`src/rtl/core/dwsl_pkg.sv`:
```
`timescale 1ns / 1ps
// ----------------------------------------------------------------------------
// dwsl_pkg: shared types and helpers for the wheel speed limiter
// Field widths, register indexes, reset values and the clamp and ramp
// functions used by the datapath.
// ----------------------------------------------------------------------------
package dwsl_pkg;

	localparam int SPEED_W    = 16;   // signed Q8.8 speeds and rates
	localparam int LIMIT_W    = 15;   // unsigned limit registers
	localparam int HALF_W     = 16;   // Q1.15 half track
	localparam int DT_W       = 16;   // Q0.16 time step
	localparam int CFG_IDX_W  = 3;
	localparam int CFG_DATA_W = 16;
	localparam int TURN_FRAC  = 15;   // Q8.8 * Q1.15 -> Q8.8
	localparam int STEP_FRAC  = 16;   // Q8.8 * Q0.16 -> Q8.8
	localparam int WIDE_W     = SPEED_W + 3;               // targets before clamp
	localparam int PROD_W     = SPEED_W + HALF_W + 1;      // turn product
	localparam int SPROD_W    = LIMIT_W + DT_W;            // step product
	localparam int GAP_W      = SPEED_W + 1;

	localparam logic [LIMIT_W-1:0] RST_MAX_LINEAR = LIMIT_W'(512);
	localparam logic [LIMIT_W-1:0] RST_MAX_TURN   = LIMIT_W'(768);
	localparam logic [HALF_W-1:0]  RST_SEMI_TRACK = HALF_W'(6554);
	localparam logic [LIMIT_W-1:0] RST_MAX_WHEEL  = LIMIT_W'(512);
	localparam logic [LIMIT_W-1:0] RST_MAX_ACCEL  = LIMIT_W'(256);

	typedef enum logic [CFG_IDX_W-1:0] {
		CFG_MAX_LINEAR = 3'd0,
		CFG_MAX_TURN   = 3'd1,
		CFG_SEMI_TRACK = 3'd2,
		CFG_MAX_WHEEL  = 3'd3,
		CFG_MAX_ACCEL  = 3'd4
	} cfg_reg_t;

	typedef logic signed [SPEED_W-1:0] speed_t;
	typedef logic [LIMIT_W-1:0] limit_t;

	typedef struct packed {
		speed_t val;
		logic   hit;
	} speed_flag_t;

	// Symmetric clamp to +-lim; hit when the value lies strictly outside
	function automatic speed_flag_t clamp_sym(input logic signed [WIDE_W-1:0] x,
		input limit_t lim);
		logic signed [WIDE_W-1:0] pos;
		logic signed [WIDE_W-1:0] neg;
		speed_flag_t r;
		pos = signed'({{(WIDE_W-LIMIT_W){1'b0}}, lim});
		neg = -pos;
		r.hit = 1'b1;
		if (x > pos) begin
			r.val = pos[SPEED_W-1:0];
		end else if (x < neg) begin
			r.val = neg[SPEED_W-1:0];
		end else begin
			r.val = x[SPEED_W-1:0];
			r.hit = 1'b0;
		end
		return r;
	endfunction

	// Move cur toward tgt by at most step; snap when within reach
	function automatic speed_flag_t ramp(input speed_t cur, input speed_t tgt,
		input limit_t step);
		logic signed [GAP_W-1:0] gap;
		logic signed [GAP_W-1:0] stp;
		logic signed [GAP_W-1:0] sum;
		speed_flag_t r;
		gap = GAP_W'(tgt) - GAP_W'(cur);
		stp = signed'({{(GAP_W-LIMIT_W){1'b0}}, step});
		r.hit = 1'b1;
		if (gap > stp) begin
			sum = GAP_W'(cur) + stp;
		end else if (gap < -stp) begin
			sum = GAP_W'(cur) - stp;
		end else begin
			sum = GAP_W'(tgt);
			r.hit = 1'b0;
		end
		r.val = sum[SPEED_W-1:0];
		return r;
	endfunction

endpackage

```
`src/rtl/core/dwsl_if.sv`:
```
`timescale 1ns / 1ps
// ----------------------------------------------------------------------------
// dwsl_if: command and wheel channels of the wheel speed limiter
// Valid/ready channels; an item moves when valid and ready are both high.
// ----------------------------------------------------------------------------
interface dwsl_cmd_if;
	import dwsl_pkg::*;
	logic                valid;
	logic                ready;
	speed_t              linear_cmd;
	speed_t              turn_cmd;
	logic [DT_W-1:0]     time_step;

	modport source (output valid, linear_cmd, turn_cmd, time_step, input ready);
	modport sink   (input valid, linear_cmd, turn_cmd, time_step, output ready);
endinterface

interface dwsl_wheel_if;
	import dwsl_pkg::*;
	logic   valid;
	logic   ready;
	speed_t left_speed;
	speed_t right_speed;
	speed_t applied_linear;
	speed_t applied_turn;
	logic   wheel_saturated;
	logic   accel_limited;

	modport source (output valid, left_speed, right_speed, applied_linear, applied_turn,
		wheel_saturated, accel_limited, input ready);
	modport sink   (input valid, left_speed, right_speed, applied_linear, applied_turn,
		wheel_saturated, accel_limited, output ready);
endinterface

```
`src/rtl/core/diff_drive_wheel_speed_limiter_unit.sv`:
```
`timescale 1ns / 1ps
// ----------------------------------------------------------------------------
// diff_drive_wheel_speed_limiter_unit: differential drive speed limiter
// Clamps speed commands, forms wheel targets and slew limits each wheel.
// ----------------------------------------------------------------------------
// Usage:
//   cmd   : one item per control tick (linear_cmd, turn_cmd, time_step).
//   wheel : one item per command item (ramped wheel speeds, clamped
//           commands, saturation and acceleration flags), in order.
//   wr_*  : register write port; write only while no item is in flight.
// Pipeline: input register, clamp and multiply stage, target stage, then
//   ramp into the output register. One item per cycle is accepted
//   sustained while the output register is not held by a stall.
//   The wheel speed state is read and written in the last stage only, so
//   consecutive items chain through it with no gap.
// Stall: the whole pipeline holds while the output register is full and
//   not taken; cmd.ready is high whenever the output register is empty or
//   being taken in this cycle.
// Reset: arst_n clears valid bits and wheel speeds to zero and loads the
//   register reset values.
// ----------------------------------------------------------------------------
module diff_drive_wheel_speed_limiter_unit (
	input  logic                              clk,
	input  logic                              arst_n,
	dwsl_cmd_if.sink                          cmd,
	dwsl_wheel_if.source                      wheel,
	input  logic                              wr_en,
	input  logic [dwsl_pkg::CFG_IDX_W-1:0]    wr_index,
	input  logic [dwsl_pkg::CFG_DATA_W-1:0]   wr_data
);
	import dwsl_pkg::*;

	// configuration
	limit_t            max_linear_q;
	limit_t            max_turn_q;
	logic [HALF_W-1:0] semi_track_q;
	limit_t            max_wheel_q;
	limit_t            max_accel_q;

	// pipeline
	logic                     adv;
	logic                     s1_valid, s2_valid, s3_valid, out_valid_q;
	speed_t                   lin_s1, turn_s1;
	logic [DT_W-1:0]          dt_s1;
	speed_t                   v_s2, w_s2;
	logic signed [PROD_W-1:0] prod_s2;
	limit_t                   step_s2;
	speed_t                   v_s3, w_s3, tl_s3, tr_s3;
	logic                     sat_s3;
	limit_t                   step_s3;

	// wheel state and output register
	speed_t left_q, right_q;
	speed_t left_out_q, right_out_q, lin_out_q, turn_out_q;
	logic   sat_out_q, lim_out_q;

	// stage 2 combinational
	speed_flag_t              v_c, w_c;
	logic signed [PROD_W-1:0] prod_c;
	logic [SPROD_W-1:0]       sprod_c;

	// stage 3 combinational
	logic signed [WIDE_W-1:0] turn_c, tl_w, tr_w;
	speed_flag_t              tl_c, tr_c;

	// ramp
	speed_flag_t              left_c, right_c;

	assign adv       = !out_valid_q || wheel.ready;
	assign cmd.ready = adv;

	// Register writes; unknown indexes are dropped
	always_ff @(posedge clk or negedge arst_n) begin
		if (!arst_n) begin
			max_linear_q <= RST_MAX_LINEAR;
			max_turn_q   <= RST_MAX_TURN;
			semi_track_q <= RST_SEMI_TRACK;
			max_wheel_q  <= RST_MAX_WHEEL;
			max_accel_q  <= RST_MAX_ACCEL;
		end else if (wr_en) begin
			unique case (wr_index)
				CFG_MAX_LINEAR: max_linear_q <= wr_data[LIMIT_W-1:0];
				CFG_MAX_TURN:   max_turn_q   <= wr_data[LIMIT_W-1:0];
				CFG_SEMI_TRACK: semi_track_q <= wr_data[HALF_W-1:0];
				CFG_MAX_WHEEL:  max_wheel_q  <= wr_data[LIMIT_W-1:0];
				CFG_MAX_ACCEL:  max_accel_q  <= wr_data[LIMIT_W-1:0];
				default: ;
			endcase
		end
	end

	// Valid bits move together with the stall
	always_ff @(posedge clk or negedge arst_n) begin
		if (!arst_n) begin
			s1_valid    <= 1'b0;
			s2_valid    <= 1'b0;
			s3_valid    <= 1'b0;
			out_valid_q <= 1'b0;
		end else if (adv) begin
			s1_valid    <= cmd.valid;
			s2_valid    <= s1_valid;
			s3_valid    <= s2_valid;
			out_valid_q <= s3_valid;
		end
	end

	// Clamp commands, turn product, slew step
	always_comb begin
		v_c     = clamp_sym(WIDE_W'(lin_s1), max_linear_q);
		w_c     = clamp_sym(WIDE_W'(turn_s1), max_turn_q);
		prod_c  = PROD_W'(w_c.val) * $signed({1'b0, semi_track_q});
		sprod_c = SPROD_W'(max_accel_q) * SPROD_W'(dt_s1);
	end

	// Wheel targets: v -+ floor(w*h / 2^15), clamped to the wheel limit
	always_comb begin
		turn_c = WIDE_W'(prod_s2 >>> TURN_FRAC);
		tl_w   = WIDE_W'(v_s2) - turn_c;
		tr_w   = WIDE_W'(v_s2) + turn_c;
		tl_c   = clamp_sym(tl_w, max_wheel_q);
		tr_c   = clamp_sym(tr_w, max_wheel_q);
	end

	// Slew each wheel toward its target
	always_comb begin
		left_c  = ramp(left_q, tl_s3, step_s3);
		right_c = ramp(right_q, tr_s3, step_s3);
	end

	// Datapath registers
	always_ff @(posedge clk) begin
		if (adv) begin
			lin_s1      <= cmd.linear_cmd;
			turn_s1     <= cmd.turn_cmd;
			dt_s1       <= cmd.time_step;
			v_s2        <= v_c.val;
			w_s2        <= w_c.val;
			prod_s2     <= prod_c;
			step_s2     <= sprod_c[SPROD_W-1:STEP_FRAC];
			v_s3        <= v_s2;
			w_s3        <= w_s2;
			tl_s3       <= tl_c.val;
			tr_s3       <= tr_c.val;
			sat_s3      <= tl_c.hit | tr_c.hit;
			step_s3     <= step_s2;
			left_out_q  <= left_c.val;
			right_out_q <= right_c.val;
			lin_out_q   <= v_s3;
			turn_out_q  <= w_s3;
			sat_out_q   <= sat_s3;
			lim_out_q   <= left_c.hit | right_c.hit;
		end
	end

	// Wheel speed state advances once per item
	always_ff @(posedge clk or negedge arst_n) begin
		if (!arst_n) begin
			left_q  <= '0;
			right_q <= '0;
		end else if (adv && s3_valid) begin
			left_q  <= left_c.val;
			right_q <= right_c.val;
		end
	end

	assign wheel.valid           = out_valid_q;
	assign wheel.left_speed      = left_out_q;
	assign wheel.right_speed     = right_out_q;
	assign wheel.applied_linear  = lin_out_q;
	assign wheel.applied_turn    = turn_out_q;
	assign wheel.wheel_saturated = sat_out_q;
	assign wheel.accel_limited   = lim_out_q;

	// The presented result matches the stored wheel state
	a_state_matches_out: assert property (@(posedge clk) disable iff (!arst_n)
		(adv && s3_valid) |=> (left_q == wheel.left_speed && right_q == wheel.right_speed))
		else $error("wheel state and output register disagree");

	// An accepted item reaches the first stage
	a_accept_s1: assert property (@(posedge clk) disable iff (!arst_n)
		(cmd.valid && cmd.ready) |=> s1_valid)
		else $error("accepted item lost at input register");

	// The pipeline frees up whenever the output is empty
	a_ready_when_empty: assert property (@(posedge clk) disable iff (!arst_n)
		!wheel.valid |-> cmd.ready)
		else $error("input stalled with empty output register");

	// Applied linear command stays inside its clamp
	a_linear_clamped: assert property (@(posedge clk) disable iff (!arst_n)
		wheel.valid |-> ($signed({wheel.applied_linear[SPEED_W-1], wheel.applied_linear})
			<= $signed({2'b00, max_linear_q})
		&& $signed({wheel.applied_linear[SPEED_W-1], wheel.applied_linear})
			>= -$signed({2'b00, max_linear_q})))
		else $error("applied linear command outside clamp");

endmodule

```
`src/flat_wrapper.sv`:
```
// flat-port wrapper written by rule: the top's interface ports become plain ports
module diff_drive_wheel_speed_limiter_unit_flat import dwsl_pkg::*;
  (clk, arst_n, wr_en, wr_index, wr_data, cmd_valid, cmd_linear_cmd, cmd_turn_cmd, cmd_time_step, cmd_ready, wheel_valid, wheel_left_speed, wheel_right_speed, wheel_applied_linear, wheel_applied_turn, wheel_wheel_saturated, wheel_accel_limited, wheel_ready);
  dwsl_cmd_if cmd_i ();
  dwsl_wheel_if wheel_i ();
  input  logic clk;
  input  logic arst_n;
  input  logic wr_en;
  input  logic [dwsl_pkg::CFG_IDX_W-1:0] wr_index;
  input  logic [dwsl_pkg::CFG_DATA_W-1:0] wr_data;
  input wire logic [$bits(cmd_i.valid)-1:0] cmd_valid;
  input wire logic [$bits(cmd_i.linear_cmd)-1:0] cmd_linear_cmd;
  input wire logic [$bits(cmd_i.turn_cmd)-1:0] cmd_turn_cmd;
  input wire logic [$bits(cmd_i.time_step)-1:0] cmd_time_step;
  output wire logic [$bits(cmd_i.ready)-1:0] cmd_ready;
  output wire logic [$bits(wheel_i.valid)-1:0] wheel_valid;
  output wire logic [$bits(wheel_i.left_speed)-1:0] wheel_left_speed;
  output wire logic [$bits(wheel_i.right_speed)-1:0] wheel_right_speed;
  output wire logic [$bits(wheel_i.applied_linear)-1:0] wheel_applied_linear;
  output wire logic [$bits(wheel_i.applied_turn)-1:0] wheel_applied_turn;
  output wire logic [$bits(wheel_i.wheel_saturated)-1:0] wheel_wheel_saturated;
  output wire logic [$bits(wheel_i.accel_limited)-1:0] wheel_accel_limited;
  input wire logic [$bits(wheel_i.ready)-1:0] wheel_ready;
  assign cmd_i.valid = cmd_valid;
  assign cmd_i.linear_cmd = cmd_linear_cmd;
  assign cmd_i.turn_cmd = cmd_turn_cmd;
  assign cmd_i.time_step = cmd_time_step;
  assign cmd_ready = cmd_i.ready;
  assign wheel_valid = wheel_i.valid;
  assign wheel_left_speed = wheel_i.left_speed;
  assign wheel_right_speed = wheel_i.right_speed;
  assign wheel_applied_linear = wheel_i.applied_linear;
  assign wheel_applied_turn = wheel_i.applied_turn;
  assign wheel_wheel_saturated = wheel_i.wheel_saturated;
  assign wheel_accel_limited = wheel_i.accel_limited;
  assign wheel_i.ready = wheel_ready;
  diff_drive_wheel_speed_limiter_unit u_core (.clk(clk), .arst_n(arst_n), .cmd(cmd_i), .wheel(wheel_i), .wr_en(wr_en), .wr_index(wr_index), .wr_data(wr_data));
endmodule
```
`config.mk`:
```
export PLATFORM = sky130hd
export DESIGN_NAME = diff_drive_wheel_speed_limiter_unit_flat
export DESIGN_NICKNAME = d
export VERILOG_FILES = /design/src/rtl/core/dwsl_pkg.sv /design/src/rtl/core/dwsl_if.sv /design/src/rtl/core/diff_drive_wheel_speed_limiter_unit.sv /design/src/flat_wrapper.sv
export SDC_FILE = /design/constraint.sdc
export NUM_CORES = 2
export LEC_CHECK = 0
export ABC_AREA = 0
export BUFFER_PORTS_ARGS = -buffer_cell sky130_fd_sc_hd__buf_2
export CAP_MARGIN = 10
export CORE_ASPECT_RATIO = 0.7
export CORE_MARGIN = 2
export CORE_UTILIZATION = 40
export DETAILED_ROUTE_END_ITERATION = 10
export SYNTH_ARGS = -nofsm -noshare
export SYNTH_HDL_FRONTEND = slang
export SYNTH_SLANG_ARGS = --single-unit
```
`constraint.sdc`:
```
create_clock -name clk -period 31.3 [get_ports clk]
set_input_delay 6.26 -clock clk [delete_from_list [all_inputs] [get_ports clk]]
set_output_delay 6.26 -clock clk [all_outputs]
set_load 0.005 [all_outputs]
```
======== Word level (Yosys, flattened, before mapping) ========
Index checks and enable logic that the tools add are counted.
W data, S select, Z words.
word-level totals
  bits in registers ....................... 386
  bits in latches ......................... 0
  RAM bits ................................ 0
  memory bits (read-only) ................. 0
  bits of input ports ..................... 72
  memories kept ........................... 0
cells by class
  add/sub/neg operators ................... 12
  $mul .................................... 2
  divide/modulo/power cells ............... 0
  $lt $le $gt $ge ......................... 12
  equality and inequality tests ........... 4
  shift operators ......................... 0
  mux-type cells .......................... 20
  bitwise operators ....................... 2
  reduce and logical (&&, ||, !) cells .... 9
operators with widths
  operator              count
  $mux W16              9
  $neg A15 Y19          3
  $mux W15              3
  $gt A19 B16 Y1        2
  $lt A16 B19 Y1        2
  $lt A19 B19 Y1        2
  $gt A17 B16 Y1        2
  $lt A17 B17 Y1        2
  $sub A16 B16 Y17      2
  $mul A16 B17 Y33      1
  $add A16 B16 Y16      2
  $gt A16 B16 Y1        2
  $sub A16 B16 Y16      2
  $mul A15 B16 Y31      1
  $add A16 B18 Y19      1
  $sub A16 B18 Y19      1
  $neg A15 Y17          1
  $reduce_and A2 Y1     5
  $mux W1               8
  $eq A3 B2 Y1 const B  2
  $eq A3 B1 Y1 const B  1
  $eq A3 B3 Y1 const B  1
  $logic_not A3 Y1      1
  $or A1 B1 Y1          2
  other kinds (3)       3

======== Logic depth before layout (Yosys ltp) ========
  word-level depth ........................ 5
  depth in mapped cells ................... 42
  mapped depth without buffers ............ 39

======== Worst setup path before layout ========
No wires, ideal clock.
  kind .................................... input to output
  start ................................... in wheel_ready
  end ..................................... out cmd_ready
  arrival ................................. 13.542 ns
  slack ................................... 11.498 ns
  cell stages on the path ................. 2
  buffers on the path ..................... 1
  cells stage by stage .................... nand2b_1 -> clkbuf_1
on the way
  word-level cells in the longest chain between the ends .. 1
RTL lines
  element             RTL line                                   RTL
  from (decl)         flat_wrapper.sv:23                         input wire logic [$bits(wheel_i.ready)-1:0] wheel_ready;
  $logic_or A1 B1 Y1  diff_drive_wheel_speed_limiter_unit.sv:69  assign adv = !out_valid_q || wheel.ready;
  to (decl)           flat_wrapper.sv:15                         output wire logic [$bits(cmd_i.ready)-1:0] cmd_ready;
No other way between the ends.

======== Worst setup path in the final report ========
Same ends and word-level chain as after synthesis.

==> flow_metrics.env <==
export IMPL_status="finished, final reports clean"
export IMPL_ant_nets=0
export IMPL_portBuffers=139
export IMPL_coreArea_um2=102000
export IMPL_cts_htree_levels=2
export IMPL_num_vias=30500
export IMPL_yosys_cell_types_count=81
export IMPL_async_reset_ff_share_pct=30.2
export IMPL_finalCritPeriodShare_pct=43.6
export IMPL_final_core_util_pct=43.9
export IMPL_post_cts_setup_buffers=0
export IMPL_cp_startpoint="wheel_ready"
export IMPL_cts_resized=0
export IMPL_timing_slew_headroom_pct=15.3
export IMPL_max_cap_violations=0
export IMPL_holdBufCountCts=0
export IMPL_dpl_cell_area_um2=43400
export IMPL_nets=5320
export IMPL_critPathMaxFanout=65
export IMPL_syn_area_um2=41200
export IMPL_worstPathArrival_ps=7370
export IMPL_n_antenna_cell=0
export IMPL_drt_iter0_markers=2596
export IMPL_r2r_start="u_core.max_turn_q[1]"
export IMPL_drive_gt1_share_pct=8.88
export IMPL_stdcell_area_um2=44900
export IMPL_grt_pass1_vias=30500
export IMPL_yosysWarningCount=0
export IMPL_place_gp_congestion=0.900
export IMPL_synth_edf_count=259
export IMPL_clk_path_buf_depth=3
export IMPL_die_h_um=273
export IMPL_cts_sinks=371
export IMPL_regMostFlops="u_core.prod_s2"
export IMPL_via_per_inst=5.34
export IMPL_final_max_slew_violation_count=0
export IMPL_path_class="input pin to primary output"
export IMPL_clockRootBuffer="clkbuf_16"
export IMPL_synthesis_instances=4258
export IMPL_crit_required_ps=25040
export IMPL_setup_viol=0
export IMPL_antenna_found_initial=7
export IMPL_skew_ps=31.2
export IMPL_max_freq_ghz=0.0734
export IMPL_dieArea_um2=106000
export IMPL_hold_start="u_core.step_s2[2]"
export IMPL_cts_tree="yes"
export IMPL_wl_per_cell_um=19.4
export IMPL_worstSkewPairLatency_ps=630
export IMPL_start_util_pct=40.4
export IMPL_rows=98
export IMPL_syn_to_final_growth_pct=8.87
export IMPL_pin_count=140
export IMPL_synth_area_per_cell_um2=9.68
export IMPL_dp_hpwl_mm=83.9
export IMPL_numCtsBuffers=44
export IMPL_totalWireLength_mm=111
export IMPL_syn_nets=5247
export IMPL_grt_pass1_wl_mm=176
export IMPL_die_w_um=388
export IMPL_largest_reg_flops=18
export IMPL_rsz0062_at_grt="no"
export IMPL_grt_ovfl_total=0
export IMPL_worst_pin_slew_ps=1270
export IMPL_dr_pass1_iters=6
export IMPL_min_path_type="flip-flop to flip-flop"
export IMPL_rrSetupSlack_ps=19430
export IMPL_synth_seq_cells=371
export IMPL_synth_main_ff_cell="edfxtp_1"
export IMPL_grt_max_degree=74
export IMPL_hold_violations=0
export IMPL_setup_tns_ps=0
export IMPL_ys_seq_area_share_pct=25.7
export IMPL_drcViolationCount=0
export IMPL_setup_worst_path_start_class="input pin"
export IMPL_fin_crit_ps=13630
export IMPL_grtUsageTotal_pct=21.2
export IMPL_crit_path_end_kind="primary output"
export IMPL_cts_clk_slew_worst_paths_ps=60
[final timing paths]
kind                       depth (start not counted)                 endpoint
setup reg to reg                                  37       u_core.prod_s2[32]
hold reg to reg                                    0        u_core.step_s3[2]
max in group asynchronous                          2    u_core.max_accel_q[1]
hold / removal                                     0        u_core.step_s3[2]
min in group asynchronous                          1  u_core.max_linear_q[14]
setup / recovery                                   3                cmd_ready
[stage by stage]
| step | worst slack [ps] | cells | hold WS (ps) |
|---|---|---|---|
| after floorplan | 11500 | 4258 | 400 |
| after global placement | 17630 | 5635 | 403 |
| after detailed placement | 17610 | 5635 | 405 |
| after CTS | 17600 | 5717 | 387 |
| after global routing | 17550 | 5717 | 403 |
| final | 17670 | 5717 | 389 |
[kinds of logic after synthesis]
group                      synth area share (%)
AOI/OAI and AO/OA                          11.9
xor gates and xnor gates                   3.06
adders and majority gates                  34.7
buffers and inverters                      7.10
DFF                                        25.7
muxes                                      3.24
and+or+nand+nor                            14.3
[final cells by class]
type / instances / area [µm²]
Clock buffer: 55 / 1180
Clock inverter: 27 / 327
Fill cell: 9920 / 57300
Inverter: 621 / 2330
Multi-Input combinational cell: 3118 / 27800
Sequential cell: 371 / 10600
Tap cell: 1350 / 1690
Timing Repair Buffer: 175 / 972
[metal layers]
layer,GRT usage (%),vias up,wire length (µm)
met5,0,-,13
li1,-,14600,-
met1,32.2,14900,54900
met2,30.7,925,44800
met4,4.59,2,2130
met3,4.37,113,9050
[worst max-delay path, cell delays in order]
cell      delay [ps]
buf_2             80
nand2b_4         750
buf_2            260
[Yosys cell counts (all sizes together) (8+ instances only)]
cell type / instances / share of area, %
a2111oi: 9 / 0.21
a211oi: 25 / 0.46
a21boi: 8 / 0.15
a21o: 63 / 1.1
a21oi: 181 / 2.2
a221oi: 8 / 0.17
a22oi: 22 / 0.47
a2bb2oi: 9 / 0.19
a31oi: 38 / 0.61
a41oi: 8 / 0.17
and2: 226 / 3.4
and3: 10 / 0.15
and4: 8 / 0.17
buf: 19 / 0.28
clkbuf: 129 / 1.2
dfrtp: 100 / 6.1
dfstp: 12 / 0.76
edfxtp: 259 / 19
fa: 380 / 18
ha: 537 / 16
inv: 621 / 5.7
mux2: 66 / 1.8
mux2i: 59 / 1.4
nand2: 418 / 3.8
nand2b: 35 / 0.53
nand3: 61 / 0.76
nand4: 39 / 0.59
nor2: 191 / 1.7
nor2b: 63 / 0.96
nor3: 65 / 0.80
nor4: 12 / 0.18
o211ai: 34 / 0.62
o21a: 48 / 0.87
o21ai: 146 / 1.8
o21bai: 28 / 0.52
o221ai: 11 / 0.23
o22ai: 20 / 0.30
o31ai: 19 / 0.35
or2: 16 / 0.24
or3: 30 / 0.55
xnor2: 117 / 2.5
xor2: 27 / 0.57
[placed cells by master (no fill, tap or decap), types with 9 or more instances in the layout]
cell,count
o21ai_0,133
a31oi_1,36
xnor2_1,117
nor2_1,191
buf_2,138
o22ai_1,20
a22oi_1,20
fa_1,380
nand4_1,39
a2bb2oi_1,9
o31ai_1,19
nor2b_1,63
nor3_1,63
clkbuf_16,45
xor2_1,27
ha_1,537
nand3_1,59
dfrtp_1,100
o21ai_1,9
or3_1,22
edfxtp_1,259
nor4_1,12
and2_1,225
buf_4,36
o211ai_1,34
dfstp_2,12
and3_1,10
o21bai_1,27
mux2_2,66
o221ai_1,11
nand2b_1,34
a21oi_1,181
mux2i_1,56
o21a_1,48
nand2_1,416
a211oi_1,25
a21o_1,63
inv_1,616
or2_2,16
Power is left out: the tool's default activity adds up to more than one toggle a clock period on the data nets, which glitch-free logic cannot reach.
